--- config.mk ---
export PLATFORM = sky130hd
export DESIGN_NAME = ipv4rhc_capture
export DESIGN_NICKNAME = d
export VERILOG_FILES = /design/src/rtl/ipv4rhc_pkg.sv /design/src/rtl/ipv4rhc_capture.sv
export SDC_FILE = /design/constraint.sdc
export NUM_CORES = 1
export LEC_CHECK = 0
export BUFFER_PORTS_ARGS = -buffer_cell sky130_fd_sc_hd__buf_2
export CAP_MARGIN = 10
export CORE_ASPECT_RATIO = 2
export CORE_MARGIN = 10
export CORE_UTILIZATION = 55
export CTS_CLUSTER_DIAMETER = 120
export DETAILED_ROUTE_END_ITERATION = 10
export PLACE_DENSITY = 0.79
export SLEW_MARGIN = 20
export SYNTH_ARGS = -nofsm -noshare
export SYNTH_HDL_FRONTEND = slang
export SYNTH_SLANG_ARGS = --single-unit
--- constraint.sdc ---
create_clock -name clk -period 8.9 [get_ports clk]
set_input_delay 2.225 -clock clk [delete_from_list [all_inputs] [get_ports clk]]
set_output_delay 2.225 -clock clk [all_outputs]
set_load 0.03 [all_outputs]
--- src/rtl/ipv4rhc_pkg.sv ---
// Shared types, constants and helpers for the IPv4 receive header checker.
// No dependencies; compiled first.
package ipv4rhc_pkg;

    localparam int unsigned CFG_DATA_W = 32;

    localparam logic [15:0] COUNT_MAX     = 16'hFFFF;
    localparam logic [15:0] MIN_HDR_BYTES = 16'd20;
    localparam logic [3:0]  IPV4_VERSION  = 4'd4;
    localparam logic [7:0]  PROTO_ICMP    = 8'd1;
    localparam logic [7:0]  PROTO_UDP     = 8'd17;
    localparam logic [15:0] FRAG_MASK     = 16'h3FFF;
    localparam logic [31:0] BCAST_ADDR    = 32'hFFFFFFFF;

    localparam logic [15:0] POS_VER_IHL   = 16'd0;
    localparam logic [15:0] POS_TLEN_HI   = 16'd2;
    localparam logic [15:0] POS_TLEN_LO   = 16'd3;
    localparam logic [15:0] POS_FRAG_HI   = 16'd6;
    localparam logic [15:0] POS_FRAG_LO   = 16'd7;
    localparam logic [15:0] POS_PROTO     = 16'd9;
    localparam logic [15:0] POS_CSUM_HI   = 16'd10;
    localparam logic [15:0] POS_CSUM_LO   = 16'd11;
    localparam logic [15:0] POS_SRC_FIRST = 16'd12;
    localparam logic [15:0] POS_SRC_LAST  = 16'd15;
    localparam logic [15:0] POS_DST_FIRST = 16'd16;
    localparam logic [15:0] POS_DST_LAST  = 16'd19;

    typedef enum logic {
        CFG_LOCAL_ADDR  = 1'b0,
        CFG_ADDR_VALID  = 1'b1
    } cfg_index_t;

    typedef enum logic [2:0] {
        VERDICT_ICMP        = 3'd0,
        VERDICT_UDP         = 3'd1,
        VERDICT_UNSUPPORTED = 3'd2,
        VERDICT_TOO_SHORT   = 3'd3,
        VERDICT_MALFORMED   = 3'd4,
        VERDICT_BAD_CSUM    = 3'd5,
        VERDICT_FRAGMENTED  = 3'd6,
        VERDICT_NOT_LOCAL   = 3'd7
    } verdict_t;

    typedef struct packed {
        logic [15:0] byte_count;
        logic [3:0]  version;
        logic [5:0]  header_bytes;
        logic [15:0] tot_length;
        logic [15:0] running_sum;
        logic [15:0] checksum;
        logic [15:0] fragment_word;
        logic [7:0]  protocol;
        logic [31:0] source;
        logic [31:0] destination;
    } hdr_t;

    typedef struct packed {
        verdict_t    verdict;
        logic [7:0]  protocol_number;
        logic [31:0] source_address;
        logic [5:0]  payload_offset;
        logic [15:0] payload_length;
    } res_t;

    function automatic logic [15:0] oc_add(input logic [15:0] a, input logic [15:0] b);
        logic [16:0] s;
        logic [15:0] r;
        s = {1'b0, a} + {1'b0, b};
        r = s[15:0] + {15'd0, s[16]};
        return r;
    endfunction

endpackage

--- src/rtl/ipv4rhc_capture.sv ---
// Per-packet state: byte count, header field capture and ones-complement sum.
// Depends on ipv4rhc_pkg.
module ipv4rhc_capture (
    input  logic               clk,
    input  logic               rst_n,
    input  logic               step,
    input  logic [7:0]         data_byte,
    input  logic               last_byte,
    output ipv4rhc_pkg::hdr_t  hdr
);
    import ipv4rhc_pkg::*;

    hdr_t       state_reg;
    hdr_t       state_next;
    logic [7:0] pending_reg;
    logic [7:0] pending_next;
    logic [15:0] pos;
    logic [7:0] sum_byte;

    assign pos = state_reg.byte_count;

    always_comb
    begin
        state_next   = state_reg;
        pending_next = pending_reg;
        sum_byte     = (pos == POS_CSUM_HI || pos == POS_CSUM_LO) ? 8'd0 : data_byte;

        priority if (pos == POS_VER_IHL)
        begin
            state_next.version      = data_byte[7:4];
            state_next.header_bytes = {data_byte[3:0], 2'b00};
        end
        else if (pos == POS_TLEN_HI || pos == POS_TLEN_LO)
            state_next.tot_length = {state_reg.tot_length[7:0], data_byte};
        else if (pos == POS_FRAG_HI || pos == POS_FRAG_LO)
            state_next.fragment_word = {state_reg.fragment_word[7:0], data_byte};
        else if (pos == POS_PROTO)
            state_next.protocol = data_byte;
        else if (pos == POS_CSUM_HI || pos == POS_CSUM_LO)
            state_next.checksum = {state_reg.checksum[7:0], data_byte};
        else if (pos >= POS_SRC_FIRST && pos <= POS_SRC_LAST)
            state_next.source = {state_reg.source[23:0], data_byte};
        else if (pos >= POS_DST_FIRST && pos <= POS_DST_LAST)
            state_next.destination = {state_reg.destination[23:0], data_byte};
        else
            ;

        if (pos < {10'd0, state_next.header_bytes})
        begin
            if (!pos[0])
                pending_next = sum_byte;
            else
                state_next.running_sum = oc_add(state_reg.running_sum,
                                                {pending_reg, sum_byte});
        end

        if (pos != COUNT_MAX)
            state_next.byte_count = pos + 16'd1;
    end

    // next-state view feeds the verdict on the last byte
    assign hdr = state_next;

    always_ff @(posedge clk or negedge rst_n)
    begin
        if (!rst_n)
        begin
            state_reg   <= '0;
            pending_reg <= '0;
        end
        else if (step)
        begin
            if (last_byte)
            begin
                state_reg   <= '0;
                pending_reg <= '0;
            end
            else
            begin
                state_reg   <= state_next;
                pending_reg <= pending_next;
            end
        end
    end

`ifndef SYNTH
    a_clear_after_last: assert property (@(posedge clk) disable iff (!rst_n)
        step && last_byte |=> state_reg.byte_count == 16'd0 && state_reg.running_sum == 16'd0)
        else $error("packet state not cleared after last byte");
    a_count_saturates: assert property (@(posedge clk) disable iff (!rst_n)
        step && !last_byte && state_reg.byte_count == COUNT_MAX
        |=> state_reg.byte_count == COUNT_MAX)
        else $error("byte count wrapped");
    a_hold_when_idle: assert property (@(posedge clk) disable iff (!rst_n)
        !step |=> $stable(state_reg))
        else $error("packet state moved without a byte");
`endif

endmodule

==> results of run 1 <==
[kinds of logic after synthesis]
family	after synthesis	synth area share [%]
compound gates	291	22.9
xor+xnor	43	3.92
fa+ha+maj	25	3.17
buf+inv	88	3.64
flops	170	42.8
mux	129	14.6
simple gates	168	8.99
[metrics by stage]
stage	setup TNS [ns]	instances	util, %
after detailed placement	0	1256	61.9
after floorplan	0	914	-
after global routing	-0.208	1291	65.4
after CTS	0	1288	65.1
after global placement	0	1256	61.9
final	0	1292	65.4
[area by class of cell]
type | count | area, um^2 | area share [%]
Antenna cell | 1 | 2.50 | 0.0215
Clock buffer | 21 | 480 | 4.13
Tap cell | 213 | 267 | 2.29
Sequential cell | 170 | 4250 | 36.6
Inverter | 20 | 77.6 | 0.667
Multi-Input combinational cell | 656 | 5380 | 46.3
Clock inverter | 11 | 85.1 | 0.732
Timing Repair Buffer | 200 | 1080 | 9.27
[what timing repair did]
item,CTS,global route
hold buffers,0,0
setup endpoints to repair,0,10
setup buffers,0,2
resized for setup,0,5
[where the power goes]
part | internal [uW] | total [uW] | switching [uW]
Clock | 390 | 720 | 330
Sequential | 799 | 835 | 36.6
Combinational | 158 | 473 | 315
[worst max-delay path by stage]
stage          endpoint  slack, ns  cells past startpoint
3_3_place_gp   hdr[118]       0.22                     23
2_1_floorplan  hdr[118]       0.40                     20
4_1_cts        hdr[118]       0.09                     23
5_1_grt        hdr[112]      -0.06                     24
6_report       hdr[116]       0.23                     24
3_5_place_dp   hdr[118]       0.09                     23
[routing by layer]
layer  vias up  GRT usage, %  wire length [um]
met2       321          42.8             16200
met4         0          16.6              1890
met5         -             0                 0
met1      4157          26.5             10800
met3       111          6.48              1950
li1       3762             -                 -
[cells in the mapped netlist, types with 5 or more instances]
| cell type | count |
|---|---|
| nand2_1 | 54 |
| o21a_1 | 7 |
| a22o_1 | 144 |
| xnor2_1 | 31 |
| a22oi_1 | 9 |
| clkbuf_1 | 53 |
| and2_1 | 14 |
| nor2_1 | 26 |
| ha_1 | 22 |
| a31oi_1 | 11 |
| o2bb2ai_1 | 12 |
| nor3_1 | 8 |
| mux2_2 | 125 |
| a21oi_1 | 14 |
| and3_1 | 9 |
| nand4_1 | 5 |
| nand3_1 | 13 |
| dfrtp_1 | 170 |
| buf_2 | 8 |
| nor4_1 | 5 |
| xor2_1 | 11 |
| o21ai_0 | 35 |
| inv_1 | 20 |
| a21o_1 | 13 |
| nor2b_1 | 5 |
==> results.sh, run 1 <==
export IMPL_cp_common_cell="ha_1"
export IMPL_syn_nets=949
export IMPL_yosysWarningCount=0
export IMPL_clkLatencyLatePin_ns=0.44
export IMPL_synth_flop_cell="dfrtp_1"
export IMPL_die_width_um=115
export IMPL_grt_max_degree=108
export IMPL_critical_path_top_delay_family="simple AND/OR/NAND/NOR gates"
export IMPL_worstReg2RegEnd="state_reg[111]"
export IMPL_syn_cell_area_um2=9950
export IMPL_drive_gt1_share_pct=35.6
export IMPL_fin_crit_sh_pct=97.5
export IMPL_ir_worst_vdd_v=0.000154
export IMPL_p_total_uw=2030
export IMPL_max_stage_delay_ns=0.40
export IMPL_finalHoldViolCount=0
export IMPL_port_buffers=173
export IMPL_nNetsFinal=1100
export IMPL_fmax_mhz=115
export IMPL_worst_hold_slack_ns=0.495
export IMPL_ys_types=67
export IMPL_dp_slack_ns=0.0873
export IMPL_hold_path_endpoint="state_reg[141]"
export IMPL_ys_seq_elements=170
export IMPL_endpoint_kind="output pin"
export IMPL_worstPathRequired_ns=6.68
export IMPL_cts_tree="built"
export IMPL_viasPerCell=6.46
export IMPL_mostFrequentLayoutCell="buf_2"
export IMPL_timing_rr_start="pos[0]"
export IMPL_first_pass_iters=5
export IMPL_dpl_cell_area_um2=11000
export IMPL_critical_path_startpoint="data_byte[0]"
export IMPL_worstHoldPathCells=1
export IMPL_wire_per_inst_um=23.9
export IMPL_clockBufferDepth=2
export IMPL_ant_nets=0
export IMPL_postSynthAreaPerCell_um2=10.9
export IMPL_antenna_found_initial=0
export IMPL_htree_num_levels=4
export IMPL_crit_path_start_kind="primary input"
export IMPL_clk_pin_slew_worst_paths_ns=0.07
export IMPL_cts_root_buf="clkbuf_16"
export IMPL_grt_pass1_vias=8690
export IMPL_largest_reg_flops=146
export IMPL_timing_max_slew_rel_slack_pct=32.3
export IMPL_drt_iter0_markers=510
export IMPL_path_class="in2out"
export IMPL_grt_usage_pct=25.2
export IMPL_outcome="finished clean"
export IMPL_max_cap_violations=0
export IMPL_area_growth_pct=16.9
export IMPL_ys_seq_area_share_pct=42.8
export IMPL_setup_violations=0
export IMPL_period_needed_ns=8.67
export IMPL_core_area_um2=17800
export IMPL_synthArstFlopShare_pct=100
export IMPL_wl_mm=30.9
export IMPL_crit_fanout=5
export IMPL_grt_pass1_wl_mm=48.1
export IMPL_hold_path_class="reg2reg"
export IMPL_num_vias=8351
export IMPL_grt_overflow=0
export IMPL_ys_top_cells_by_area="dfrtp_1 43%, mux2_2 14%, a22o_1 13%, ha_1 2.8%, xnor2_1 2.7%"
export IMPL_synthCells=914
export IMPL_die_h_um=210
export IMPL_rows=69
export IMPL_fillers=1398
export IMPL_crit_slowest_cell="fa_1"
export IMPL_power_leakage_uw=0.00599
export IMPL_synth_top_area_cell="dfrtp_1"
export IMPL_powerDensity_nw_per_um2=174
export IMPL_r2r_slack_ns=3.26
export IMPL_yosys_area_top_type_share_pct=42.8
export IMPL_finClkSkew_ns=0.00864
export IMPL_crit_chain="buf_2, and2_1, ha_1, inv_1, fa_1, nand2b_4, a21oi_2, nor4_1, o22ai_1, nand4_1, a311oi_2, a21o_1, a21o_1, ha_1, ha_1, and3_1, nand2_1, nor4_2, buf_4, buf_4, nand2_1, xnor2_1, o21ai_0, buf_2"
export IMPL_routabilityCongestion=1.02
export IMPL_cp_arrival_ns=6.45
export IMPL_mostFrequentLayoutCells="172 x buf_2, 170 x dfrtp_1, 144 x a22o_1"
export IMPL_stdcell_area_um2=11600
export IMPL_fin_ws_ns=0.226
export IMPL_drv_slew=0
export IMPL_reg2regPathDepth=23
export IMPL_pin_count=174
export IMPL_path_buf_inv=5
export IMPL_synth_edf_count=0
export IMPL_max_slew_worst_pin_slew_ns=1.02
export IMPL_die_area_um2=24200
export IMPL_drc=0
export IMPL_dp_hpwl_mm=22.0
export IMPL_cts_sinks=170
export IMPL_start_util_pct=55.9
export IMPL_cts_made_buffers=17
export IMPL_hp_start="state_reg[141]"
Note: power is estimated with default switching activity, not from simulation.
==> inputs of run 2 (changes only) <==
MAX_ROUTING_LAYER = met4   (was not set)
==> run 2 against run 1 <==
First-iteration DRC count grew 8.2%; worst hold slack hardly changed; clock power is 1% higher; total power grew 0.21%; final area is essentially flat; non-clock buffer count down 1; global-route usage up 0.084 points; critical endpoint is now hdr[112]; final cell count decreased by 0.15%; register-to-register slack got worse by 0.18 ns; combinational power fell by 1%.
==> results.sh, run 2 (same netlist as run 1, synthesis figures left out) <==
export IMPL_outcome="finished clean"
export IMPL_die_h_um=210
export IMPL_hold_path_class="reg2reg"
export IMPL_seqCellArea_um2=4250
export IMPL_finClkSkew_ns=0.00831
export IMPL_crit_slowest_cell="a311oi_2"
export IMPL_crit_fanout=5
export IMPL_finalHoldViolCount=0
export IMPL_pin_count=174
export IMPL_cp_arrival_ns=6.40
export IMPL_crit_chain="buf_2, and2_1, ha_1, inv_1, fa_2, nand2b_4, a21o_1, o22ai_1, nand4_1, a311oi_2, a21o_1, a21o_1, ha_1, ha_1, and3_1, nand2_1, nor4_2, buf_4, buf_4, xor2_1, nor2_1, a21o_1, buf_2"
export IMPL_viasPerCell=6.44
export IMPL_grt_pass1_vias=8430
export IMPL_core_area_um2=17800
export IMPL_grt_overflow=0
export IMPL_ant_nets=0
export IMPL_drv_slew=0
export IMPL_nNetsFinal=1099
export IMPL_clockBufferDepth=2
export IMPL_worst_hold_slack_ns=0.495
export IMPL_die_area_um2=24200
export IMPL_crit_path_start_kind="primary input"
export IMPL_routabilityCongestion=0.983
export IMPL_max_slew_worst_pin_slew_ns=1.04
export IMPL_timing_max_slew_rel_slack_pct=30.9
export IMPL_first_pass_iters=5
export IMPL_worstPathRequired_ns=6.68
export IMPL_path_class="in2out"
export IMPL_fmax_mhz=116
export IMPL_power_leakage_uw=0.00598
export IMPL_r2r_slack_ns=3.08
export IMPL_start_util_pct=55.9
export IMPL_setup_violations=0
export IMPL_antenna_found_initial=0
export IMPL_powerDensity_nw_per_um2=175
export IMPL_die_width_um=115
export IMPL_period_needed_ns=8.63
export IMPL_fillers=1452
export IMPL_cts_sinks=170
export IMPL_area_growth_pct=17.0
export IMPL_timing_rr_start="pos[0]"
export IMPL_tns_ns=0
export IMPL_clkLatencyLatePin_ns=0.43
export IMPL_endpoint_kind="output pin"
export IMPL_drc=0
export IMPL_grt_pass1_wl_mm=47.1
export IMPL_wl_mm=30.2
export IMPL_max_cap_violations=0
export IMPL_critical_path_startpoint="data_byte[0]"
export IMPL_drive_gt1_share_pct=35.5
export IMPL_hold_buffers=0
export IMPL_drt_iter0_markers=552
export IMPL_mostFrequentLayoutCells="170 x buf_2, 170 x dfrtp_1, 144 x a22o_1"
export IMPL_grt_usage_pct=25.3
export IMPL_ir_worst_vdd_v=0.000147
export IMPL_fin_crit_sh_pct=97.0
export IMPL_cts_tree="built"
export IMPL_n_antenna_cell=0
export IMPL_multi_input_area_um2=5390
export IMPL_num_vias=8308
export IMPL_rows=69
export IMPL_dp_hpwl_mm=21.6
export IMPL_hp_start="state_reg[139]"
export IMPL_htree_num_levels=4
export IMPL_cp_common_cell="a21o_1"
export IMPL_largest_reg_flops=146
export IMPL_max_stage_delay_ns=0.38
export IMPL_cts_root_buf="clkbuf_16"
export IMPL_port_buffers=173
export IMPL_wire_per_inst_um=23.4
export IMPL_cts_made_buffers=17
export IMPL_rsz0062_at_grt="false"
export IMPL_grt_max_degree=101
export IMPL_clk_pin_slew_worst_paths_ns=0.07
[run 2: changes by cell type in the layout (fill, tap and decap cells not counted), moves of 2 or more]
cell and change:
buf_2 -2, clkinv_2 -2, o21ai_0 -2, clkbuf_1 +2, o21ai_1 +2, clkbuf_8 -2
[run 2: worst paths after layout]
path / end / depth (start not counted)
max: hdr[112] / 23
min reg2reg: state_reg[139] / 1
max in group asynchronous: state_reg[133] / 2
min: state_reg[139] / 1
max reg2reg: state_reg[111] / 22
min in group asynchronous: pending_reg[5] / 1
[run 2: metal layers]
metal	track usage, %	vias to the layer above	routed length, um
met5	-	-	0
met4	11.9	0	1340
met3	4.78	79	1570
met2	43.3	288	16200
met1	27.2	4190	11100
li1	-	3751	-
[run 2: what timing repair did]
item                       in CTS  in global routing
setup endpoints to repair       0                  9
gates resized for setup         0                 11
buffers inserted                0                  1
[run 2: stage by stage]
stage / instances / cell area [um^2] / setup WS [ns] / power, uW / utilization, %
after CTS: 1288 / 11600 / 0.0430 / 2030 / 65.1
after detailed placement: 1256 / 11000 / 0.0557 / 1310 / 61.9
after global routing: 1290 / 11600 / 0.0240 / 2120 / 65.4
after global placement: 1256 / 11000 / 0.176 / 1310 / 61.9
final: 1290 / 11600 / 0.271 / 2030 / 65.4
after floorplan: 914 / 9950 / 0.397 / 1160 / -
[run 2: power breakdown]
| group | internal, uW | switching (uW) |
|---|---|---|
| logic | 159 | 309 |
| clock network | 405 | 325 |
| registers | 799 | 36.0 |
[run 2: cell type report]
cell class,instances,area share [%]
clock inverters,11,0.968
flip-flops and latches,170,36.6
multi-input cells,656,46.3
repair buffers,199,9.25
inverters,20,0.667
well taps,213,2.29
clock buffers,21,3.96
[run 2: critical path: cells and delay by family]
kind                       cells  cell delay, ns
xor gates and xnor gates       1            0.14
AOI/OAI and AO/OA              6            1.40
adders and majority gates      4            0.85
buffers and inverters          5            0.64
and+or+nand+nor                7            1.13
